===== src/hw/rtl/lzw_stream_compressor_macros.svh =====
// Assertion macros used by the compressor top level.
`ifndef LZW_STREAM_COMPRESSOR_MACROS_SVH
`define LZW_STREAM_COMPRESSOR_MACROS_SVH
// Same-cycle implication, checked outside reset.
`define LZW_ASSERT_NOW(lbl, pre, post, msg) \
  lbl: assert property (@(posedge clk) disable iff (!rst_n) (pre) |-> (post)) else $error(msg);
// Next-cycle implication, checked outside reset.
`define LZW_ASSERT_NEXT(lbl, pre, post, msg) \
  lbl: assert property (@(posedge clk) disable iff (!rst_n) (pre) |=> (post)) else $error(msg);
`endif


===== src/hw/rtl/lzw_pkg.sv =====
// Shared types and constants of the LZW stream compressor.
package lzw_pkg;
  localparam int CODE_W = 12;
  localparam int ACC_W = 19;
  localparam logic [CODE_W-1:0] FIRST_FREE_CODE = 12'd256;

  typedef struct packed {
    logic              valid;
    logic [CODE_W-1:0] code;
    logic [CODE_W-1:0] prefix;
    logic [7:0]        chr;
  } dict_entry_t;

  typedef struct packed {
    logic              vld;
    logic [CODE_W-1:0] code;
    logic [3:0]        width;
    logic              fin;
  } emit_req_t;

  typedef struct packed {
    logic ready;
    logic stopped;
  } emit_rsp_t;
endpackage


===== src/hw/rtl/lzw_bit_packer.sv =====
// Code packer: limit check, MSB-first bit accumulation and the output register.
module lzw_bit_packer
  import lzw_pkg::*;
(
  input  logic        clk,
  input  logic        rst_n,
  input  logic [15:0] byte_limit,
  input  emit_req_t   req,
  output emit_rsp_t   rsp,
  output logic        out_tvalid,
  input  logic        out_tready,
  output logic [23:0] out_tdata,
  output logic [1:0]  out_tuser,
  output logic        out_tlast
);
  logic [ACC_W-1:0] acc_r, acc_nxt;
  logic [4:0]       cnt_r, cnt_nxt;
  logic [15:0]      bytes_r, bytes_nxt;
  logic             stop_r, stop_nxt;
  logic             fin_r, fin_nxt;
  logic             stat_r, stat_nxt;
  logic             ovalid_r, ovalid_nxt;
  logic [7:0]       obyte_r, obyte_nxt;
  logic             oflag_r, oflag_nxt;
  logic             oovf_r, oovf_nxt;
  logic             olast_r, olast_nxt;
  logic [15:0]      ototal_r, ototal_nxt;
  logic             out_free, ready;
  logic [4:0]       cnt_m8;
  logic [ACC_W-1:0] kept, cmask;

  assign out_free = !ovalid_r || out_tready;
  assign ready = (cnt_r < 5'd8) && !stat_r && !fin_r;
  assign rsp.ready = ready;
  assign rsp.stopped = stop_r;
  assign cnt_m8 = cnt_r - 5'd8;
  assign kept = acc_r & ((ACC_W'(1) << cnt_r) - ACC_W'(1));
  assign cmask = (ACC_W'(1) << req.width) - ACC_W'(1);

  always_comb begin
    acc_nxt = acc_r;
    cnt_nxt = cnt_r;
    bytes_nxt = bytes_r;
    stop_nxt = stop_r;
    fin_nxt = fin_r;
    stat_nxt = stat_r;
    ovalid_nxt = ovalid_r;
    obyte_nxt = obyte_r;
    oflag_nxt = oflag_r;
    oovf_nxt = oovf_r;
    olast_nxt = olast_r;
    ototal_nxt = ototal_r;
    if (out_free) begin
      ovalid_nxt = 1'b0;
    end
    if (out_free && cnt_r >= 5'd8) begin
      ovalid_nxt = 1'b1;
      obyte_nxt = 8'(acc_r >> cnt_m8);
      oflag_nxt = 1'b1;
      oovf_nxt = 1'b0;
      cnt_nxt = cnt_m8;
      bytes_nxt = bytes_r + 16'd1;
      olast_nxt = fin_r && (cnt_m8 < 5'd8);
      ototal_nxt = olast_nxt ? bytes_nxt : 16'd0;
      if (olast_nxt) begin
        cnt_nxt = '0;
        bytes_nxt = '0;
        stop_nxt = 1'b0;
        fin_nxt = 1'b0;
      end
    end else if (out_free && stat_r) begin
      ovalid_nxt = 1'b1;
      obyte_nxt = '0;
      oflag_nxt = 1'b0;
      oovf_nxt = stop_r;
      olast_nxt = 1'b1;
      ototal_nxt = bytes_r;
      cnt_nxt = '0;
      bytes_nxt = '0;
      stop_nxt = 1'b0;
      stat_nxt = 1'b0;
    end else if (ready && req.vld) begin
      if (!stop_r) begin
        if ({1'b0, bytes_r} + 17'd1 < {1'b0, byte_limit}) begin
          acc_nxt = (kept << req.width) | (ACC_W'(req.code) & cmask);
          cnt_nxt = cnt_r + 5'(req.width);
        end else begin
          stop_nxt = 1'b1;
        end
      end
      if (req.fin) begin
        if (stop_nxt) begin
          stat_nxt = 1'b1;
        end else begin
          fin_nxt = 1'b1;
        end
      end
    end
  end

  always_ff @(posedge clk) begin
    if (!rst_n) begin
      cnt_r <= '0;
      bytes_r <= '0;
      stop_r <= 1'b0;
      fin_r <= 1'b0;
      stat_r <= 1'b0;
      ovalid_r <= 1'b0;
    end else begin
      cnt_r <= cnt_nxt;
      bytes_r <= bytes_nxt;
      stop_r <= stop_nxt;
      fin_r <= fin_nxt;
      stat_r <= stat_nxt;
      ovalid_r <= ovalid_nxt;
    end
    acc_r <= acc_nxt;
    obyte_r <= obyte_nxt;
    oflag_r <= oflag_nxt;
    oovf_r <= oovf_nxt;
    olast_r <= olast_nxt;
    ototal_r <= ototal_nxt;
  end

  assign out_tvalid = ovalid_r;
  assign out_tdata = {ototal_r, obyte_r};
  assign out_tuser = {oovf_r, oflag_r};
  assign out_tlast = olast_r;
endmodule


===== config.mk =====
export PLATFORM = sky130hd
export DESIGN_NAME = lzw_bit_packer
export DESIGN_NICKNAME = d
export VERILOG_FILES = /design/src/hw/rtl/lzw_stream_compressor_macros.svh /design/src/hw/rtl/lzw_pkg.sv /design/src/hw/rtl/lzw_bit_packer.sv
export SDC_FILE = /design/constraint.sdc
export NUM_CORES = 1
export LEC_CHECK = 0
export BUFFER_PORTS_ARGS = -buffer_cell sky130_fd_sc_hd__buf_4
export CORE_MARGIN = 1.5
export CORE_UTILIZATION = 55
export CTS_BUF_LIST = sky130_fd_sc_hd__clkbuf_16
export CTS_CLUSTER_SIZE = 16
export DETAILED_ROUTE_END_ITERATION = 10
export GPL_TIMING_DRIVEN = 1
export PLACE_DENSITY = 0.74
export SETUP_SLACK_MARGIN = 0.05
export SLEW_MARGIN = 20
export SYNTH_ARGS = -nofsm -noshare
export SYNTH_HDL_FRONTEND = slang
export SYNTH_SLANG_ARGS = --single-unit

===== constraint.sdc =====
create_clock -name clk -period 5.4 [get_ports clk]
set_clock_uncertainty 0.2 [all_clocks]
set_input_delay 0.81 -clock clk [delete_from_list [all_inputs] [get_ports clk]]
set_output_delay 0.81 -clock clk [all_outputs]
set_load 0.01 [all_outputs]

==> flow_summary.ini, run 1 <==
[run_status]
status = finished, final reports clean

[drt]
ant_nets = 0
dr.pass1.iters = 5
avgRoutedWirePerCell_um = 19.0
via_per_inst = 6.61
routed_wl_mm = 16.1
vias = 5593
drc = 0
drt-initial-drc-count = 675

[synthesis]
synth-edff-count = 44
synthCells = 675
yosysTopAreaCell = edfxtp_1
synth_cell_type_count = 70
syn_nets = 737
synth_top_area_frac = 0.225
yosys_warnings = 0
avgSynthCellArea_um2 = 8.68
synth_flop_cell = edfxtp_1
yosysMostFrequentCell = nand2_1
yosys-top-cells-count = nand2_1 (84), o21ai_0 (58), nor2_1 (48), edfxtp_1 (44), clkbuf_1 (31)
syn_area_um2 = 5860
synthTopCellsByArea = edfxtp_1 (23%), dfxtp_1 (9.2%), mux4_2 (8.1%)
ys_seq_elements = 71
ys_async_sr_fraction = 0
yosysSeqAreaShare = 0.318

[global_routing]
track_usage = 0.297
grt_max_degree = 37
antenna_found_initial = 0
grt-ovfl-total = 0
grt.met3_usage = 0.0607
gr-usage-met1 = 0.435
grt_use_met2 = 0.447
grt_pass1_wl_mm = 26.4
grt-busiest-layer = met2
grt_pass1_vias = 5134

[die]
chipHeight_um = 106
initial_core_util = 0.568
coreArea_um2 = 10300
die_w_um = 106
rows = 37
die-area_um2 = 11300
io_pins = 67

[timing]
worst_slack_ps = 1340
maxSlewViolCount = 0
post-route-period-util = 0.751
finalHoldViolations = 0
worst_slew_pin_slew_ps = 848
period_minus_slack_ps = 4060
holdWs_ps = 250
fmax_ghz = 0.247
grt_setup_unrepaired = no
setup_viol = 0
relSlewSlack = 0.434
fin_setup_tns_ps = 0

[critical_path]
cp-end-kind = flip-flop
worstSetupStartpointType = flip-flop
r2r_setup_slack_ps = 1340
worst-path-buf-inv = 1
cp_max_fo = 19
cp.arrival_ps = 3870
r2r-start = bytes_r[0]$_SDFFE_PN0P_
crit_slowest_cell = dfxtp_1
worstPathRequired_ps = 5210
r2r_cells = 13
reg2reg_to = acc_r[17]$_DFFE_PP_
cp_top_family = simple AND/OR/NAND/NOR gates
path_cells = ha_1 -> and3_1 -> and3_1 -> nand3_1 -> xnor2_1 -> ha_1 -> a21o_1 -> a211oi_1 -> o31a_1 -> nor2b_1 -> nand2_1 -> nor2_1 -> buf_4
max_stage_delay_ps = 440
worstSetupPathType = reg -> reg

[placement]
placed_area_um2 = 6330
dpl.hpwl_mm = 11.6
port_buffers = 66
pre_cts_slack_ps = 1380
gp_congestion = 0.984

[cells_and_area]
layout-drive-gt1-share = 0.182
layout.nets = 767
postLayoutCellArea_um2 = 6610
diodes = 0
area_delta_synth_final_pct = 12.8

[worst_hold_path]
hold_start = oflag_r$_SDFFE_PP1P_
worst_hold_path_type = reg -> reg
hold_depth = 2
hold_path_end = oflag_r$_SDFFE_PP1P_

[clocking]
cts_buffer_depth = 2
cts_root_buf = clkbuf_16
cts_tree = done
cts.hold.buffers_added = 0
ctsResizeCount = 0
cts_made_buffers = 9
clkTransAtPathRegs_ps = 60
cts_setup_buffers = 0
cts.sinks = 71
clk_latency_ps = 340
htreeDepth = 3

[power_and_ir_drop]
power_density_nw_per_um2 = 559
peakVddDrop_uv = 440
power_w = 0.00370
p_leak_nw = 2.65

[run]
maxCapViolations = 0
## cells by family (layout without fill, tap and decap cells)
kind of cell | after synthesis | count (layout) | synth area share
xor+xnor | 17 | 17 | 0.0254
flops | 71 | 71 | 0.318
fa+ha+maj | 25 | 25 | 0.0547
mux | 45 | 45 | 0.123
compound gates | 210 | 210 | 0.237
simple gates | 223 | 223 | 0.181
buf+inv | 84 | 119 | 0.0611
## per-stage QoR
step                utilization  std cells
floorplan                     -        675
global placement          0.614        830
detailed placement        0.614        830
CTS                       0.640        846
global route              0.640        846
finish                    0.640        846
## cell usage in the layout (no fill, tap or decap), drive strengths merged, types with 19 or more instances in the layout
cell    instances
dfxtp          27
mux4           21
o31ai          20
o21ai          63
nand3          20
nand2          86
a21oi          31
edfxtp         44
ha             24
mux2i          19
nor2           48
inv            31
buf            73
## routing by layer
metal / up-vias / share of wire
met4: 0 / 0.018
met3: 28 / 0.099
met5: - / 0
met1: 2648 / 0.43
met2: 333 / 0.45
li1: 2584 / -
## flip-flops by register name (all words and copies together), names as in the netlist
register    count
acc_r          19
bytes_r        16
ototal_r       16
obyte_r         8
cnt_r           5
fin_r           1
oflag_r         1
oovf_r          1
out_tlast       1
out_tvalid      1
stat_r          1
stop_r          1
## worst min-delay path, cell delays in order, from the launching register on
cell and delay (ps):
dfxtp_1 310, nand2_1 50, nand2_1 50
## layout make-up
| type | count | area, µm² |
|---|---|---|
| multi-input combinational | 520 | 3640 |
| clock inverter | 7 | 48.8 |
| clock buffer | 9 | 225 |
| fill | 873 | 3710 |
| tap | 136 | 170 |
| sequential | 71 | 1860 |
| timing repair buffer | 73 | 548 |
| inverter | 30 | 113 |
## power breakdown
group | total, W | leakage [nW] | internal, W | switching (W)
sequential | 0.00103 | 0.647 | 0.000833 | 0.000197
combinational | 0.00211 | 1.86 | 0.000855 | 0.00125
clock | 0.000560 | 0.138 | 0.000312 | 0.000248
## how the worst max path moves through the flow
stage,startpoint,endpoint,slack (ps),cells past startpoint
after CTS,cnt_r[2]$_SDFFE_PN0P_,acc_r[13]$_DFFE_PP_,1340,9
after floorplan,bytes_r[0]$_SDFFE_PN0P_,acc_r[0]$_DFFE_PP_,1310,12
final,bytes_r[0]$_SDFFE_PN0P_,acc_r[17]$_DFFE_PP_,1340,13
after global placement,cnt_r[2]$_SDFFE_PN0P_,acc_r[13]$_DFFE_PP_,1550,9
after global routing,bytes_r[0]$_SDFFE_PN0P_,acc_r[7]$_DFFE_PP_,1080,14
after detailed placement,cnt_r[2]$_SDFFE_PN0P_,acc_r[17]$_DFFE_PP_,1380,9
No activity file was read; power rests on OpenSTA's default activity.
==> run 2: changes to the inputs <==
- CORE_UTILIZATION: 55 -> 54
- PLACE_DENSITY: 0.74 -> 0.76
- clock period: 5.4 -> 3.7 ns (I/O delays scaled with it)
==> run 2 against run 1 <==
  * Routed wire length is 0.14% lower
  * Setup slack worse by 1100 ps
  * Combinational power is 57% higher
  * Register-to-register slack worse by 1100 ps
  * Total power is 50% higher
  * Utilization is 1.2 points higher
  * First-iteration DRC count is 11% lower
  * Critical endpoint is now acc_r[3]$_DFFE_PP_
  * Largest cell class unchanged
  * Highest routed layer unchanged
==> flow_summary.ini, run 2 (synthesis gave the netlist of run 1 again) <==
[clocking]
cts.sinks = 71
cts_root_buf = clkbuf_16
cts_buffer_depth = 2
cts.hold.buffers_added = 0
clkTransAtPathRegs_ps = 60
clk_latency_ps = 350
cts_tree = done
htreeDepth = 3
cts_made_buffers = 9

[critical_path]
worstPathRequired_ps = 3550
cp-end-kind = flip-flop
cp_common_cell = ha_1
cp.arrival_ps = 3310
worstSetupStartpointType = flip-flop
cp_max_fo = 19
path_cells = ha_1 -> and3_1 -> and3_2 -> nand3_1 -> xnor2_1 -> ha_1 -> a21o_1 -> a211oi_1 -> o31a_1 -> nor2b_2 -> nand2_1 -> nor2_4 -> buf_12
crit_slowest_cell = dfxtp_2
worstSetupPathType = reg -> reg
max_stage_delay_ps = 380
worst-path-buf-inv = 1
cp_top_family = simple AND/OR/NAND/NOR gates

[cells_and_area]
top_regs = acc_r: 19 flops, bytes_r: 16 flops, ototal_r: 16 flops
area_delta_synth_final_pct = 15.9
fin_cells = 864
layout-drive-gt1-share = 0.212
regMostFlops = acc_r
layout.nets = 785
largest_reg_flops = 19
postLayoutCellArea_um2 = 6790
diodes = 0
final_cell_mix = buf_4 (90), nand2_1 (84), o21ai_0 (58)
layout_commonest_cell = buf_4

[die]
coreArea_um2 = 10400
die_w_um = 107
io_pins = 67
initial_core_util = 0.563
chipHeight_um = 107
rows = 37
die-area_um2 = 11500

[timing]
finalHoldViolations = 0
fmax_ghz = 0.290
holdWs_ps = 252
fin_setup_tns_ps = 0
setup_viol = 0
worst_slew_pin_slew_ps = 782
period_minus_slack_ps = 3450
maxSlewViolCount = 0
grt_setup_unrepaired = no
post-route-period-util = 0.934
relSlewSlack = 0.475

[drt]
vias = 5632
drt-initial-drc-count = 600
avgRoutedWirePerCell_um = 18.6
via_per_inst = 6.52
routed_wl_mm = 16.1
dr.pass1.iters = 5
ant_nets = 0
drc = 0

[power_and_ir_drop]
power_density_nw_per_um2 = 814
p_leak_nw = 2.76
peakVddDrop_uv = 478

[global_routing]
grt_pass1_wl_mm = 25.9
grt_pass1_vias = 5164
grt_max_degree = 38
grt-ovfl-total = 0
track_usage = 0.288
antenna_found_initial = 0

[run_status]
status = finished, final reports clean

[placement]
dpl.hpwl_mm = 11.8
port_buffers = 66
gp_congestion = 0.942
placed_area_um2 = 6480
dp.cells = 847

[run]
maxCapViolations = 0

[worst_hold_path]
worst_hold_path_type = reg -> reg
-- run 2: changes by cell type in the layout (fill, tap and decap cells not counted), moves of 2 or more --
cell / previous run / this run
and4_1: 5 / 3
and4_2: 0 / 2
buf_4: 73 / 90
dfxtp_1: 26 / 24
dfxtp_2: 1 / 3
inv_1: 27 / 29
nor2_1: 48 / 46
-- run 2: path summary, 6_finish.rpt --
kind | startpoint | to | slack (ps) | cells past startpoint
worst max-delay path | bytes_r[0]$_SDFFE_PN0P_ | acc_r[3]$_DFFE_PP_ | 250 | 13
worst min-delay path | oflag_r$_SDFFE_PP1P_ | oflag_r$_SDFFE_PP1P_ | 250 | 2
worst max register to register | bytes_r[0]$_SDFFE_PN0P_ | acc_r[3]$_DFFE_PP_ | 250 | 13
worst min register to register | oflag_r$_SDFFE_PP1P_ | oflag_r$_SDFFE_PP1P_ | 250 | 2
-- run 2: layout make-up --
type,count,area [µm²]
multi-input cells,520,3670
flip-flops and latches,71,1870
inverters,30,113
clock buffers,10,250
clock inverters,6,28.8
repair buffers,91,696
fillers,834,3620
well taps,136,170
-- run 2: power breakdown --
part | leakage, nW | switching, W | internal (W) | total [W]
logic | 1.96 | 0.00195 | 0.00135 | 0.00331
registers | 0.648 | 0.000183 | 0.00122 | 0.00140
clock network | 0.149 | 0.000339 | 0.000485 | 0.000824
-- run 2: worst register-to-register path, stage by stage, from the launching register on --
cell      delay (ps)
dfxtp_2          380
ha_1             170
and3_1           240
and3_2           260
nand3_1          150
xnor2_1          170
ha_1             300
a21o_1           160
a211oi_1         230
o31a_1           280
nor2b_2          210
nand2_1          120
nor2_4           120
buf_12           170
-- run 2: layer usage --
metal / vias up / routed length (µm) / global-route usage
li1: 2624 / - / -
met1: 2661 / 6810 / 0.395
met2: 309 / 7270 / 0.439
met3: 38 / 1570 / 0.0644
met4: 0 / 428 / 0.118
met5: - / 0 / 0
-- run 2: per-stage QoR --
step	utilization	worst slack [ps]	total power [W]
after floorplan	-	93.5	0.00362
after global placement	0.622	275	0.00456
after detailed placement	0.622	183	0.00464
after CTS	0.649	146	0.00548
after global routing	0.652	46.4	0.00586
final	0.652	246	0.00553
-- run 2: timing repair --
item | CTS | global route
endpoints found under the setup margin | 0 | 27
setup buffers | 0 | 1
resized for setup | 0 | 10
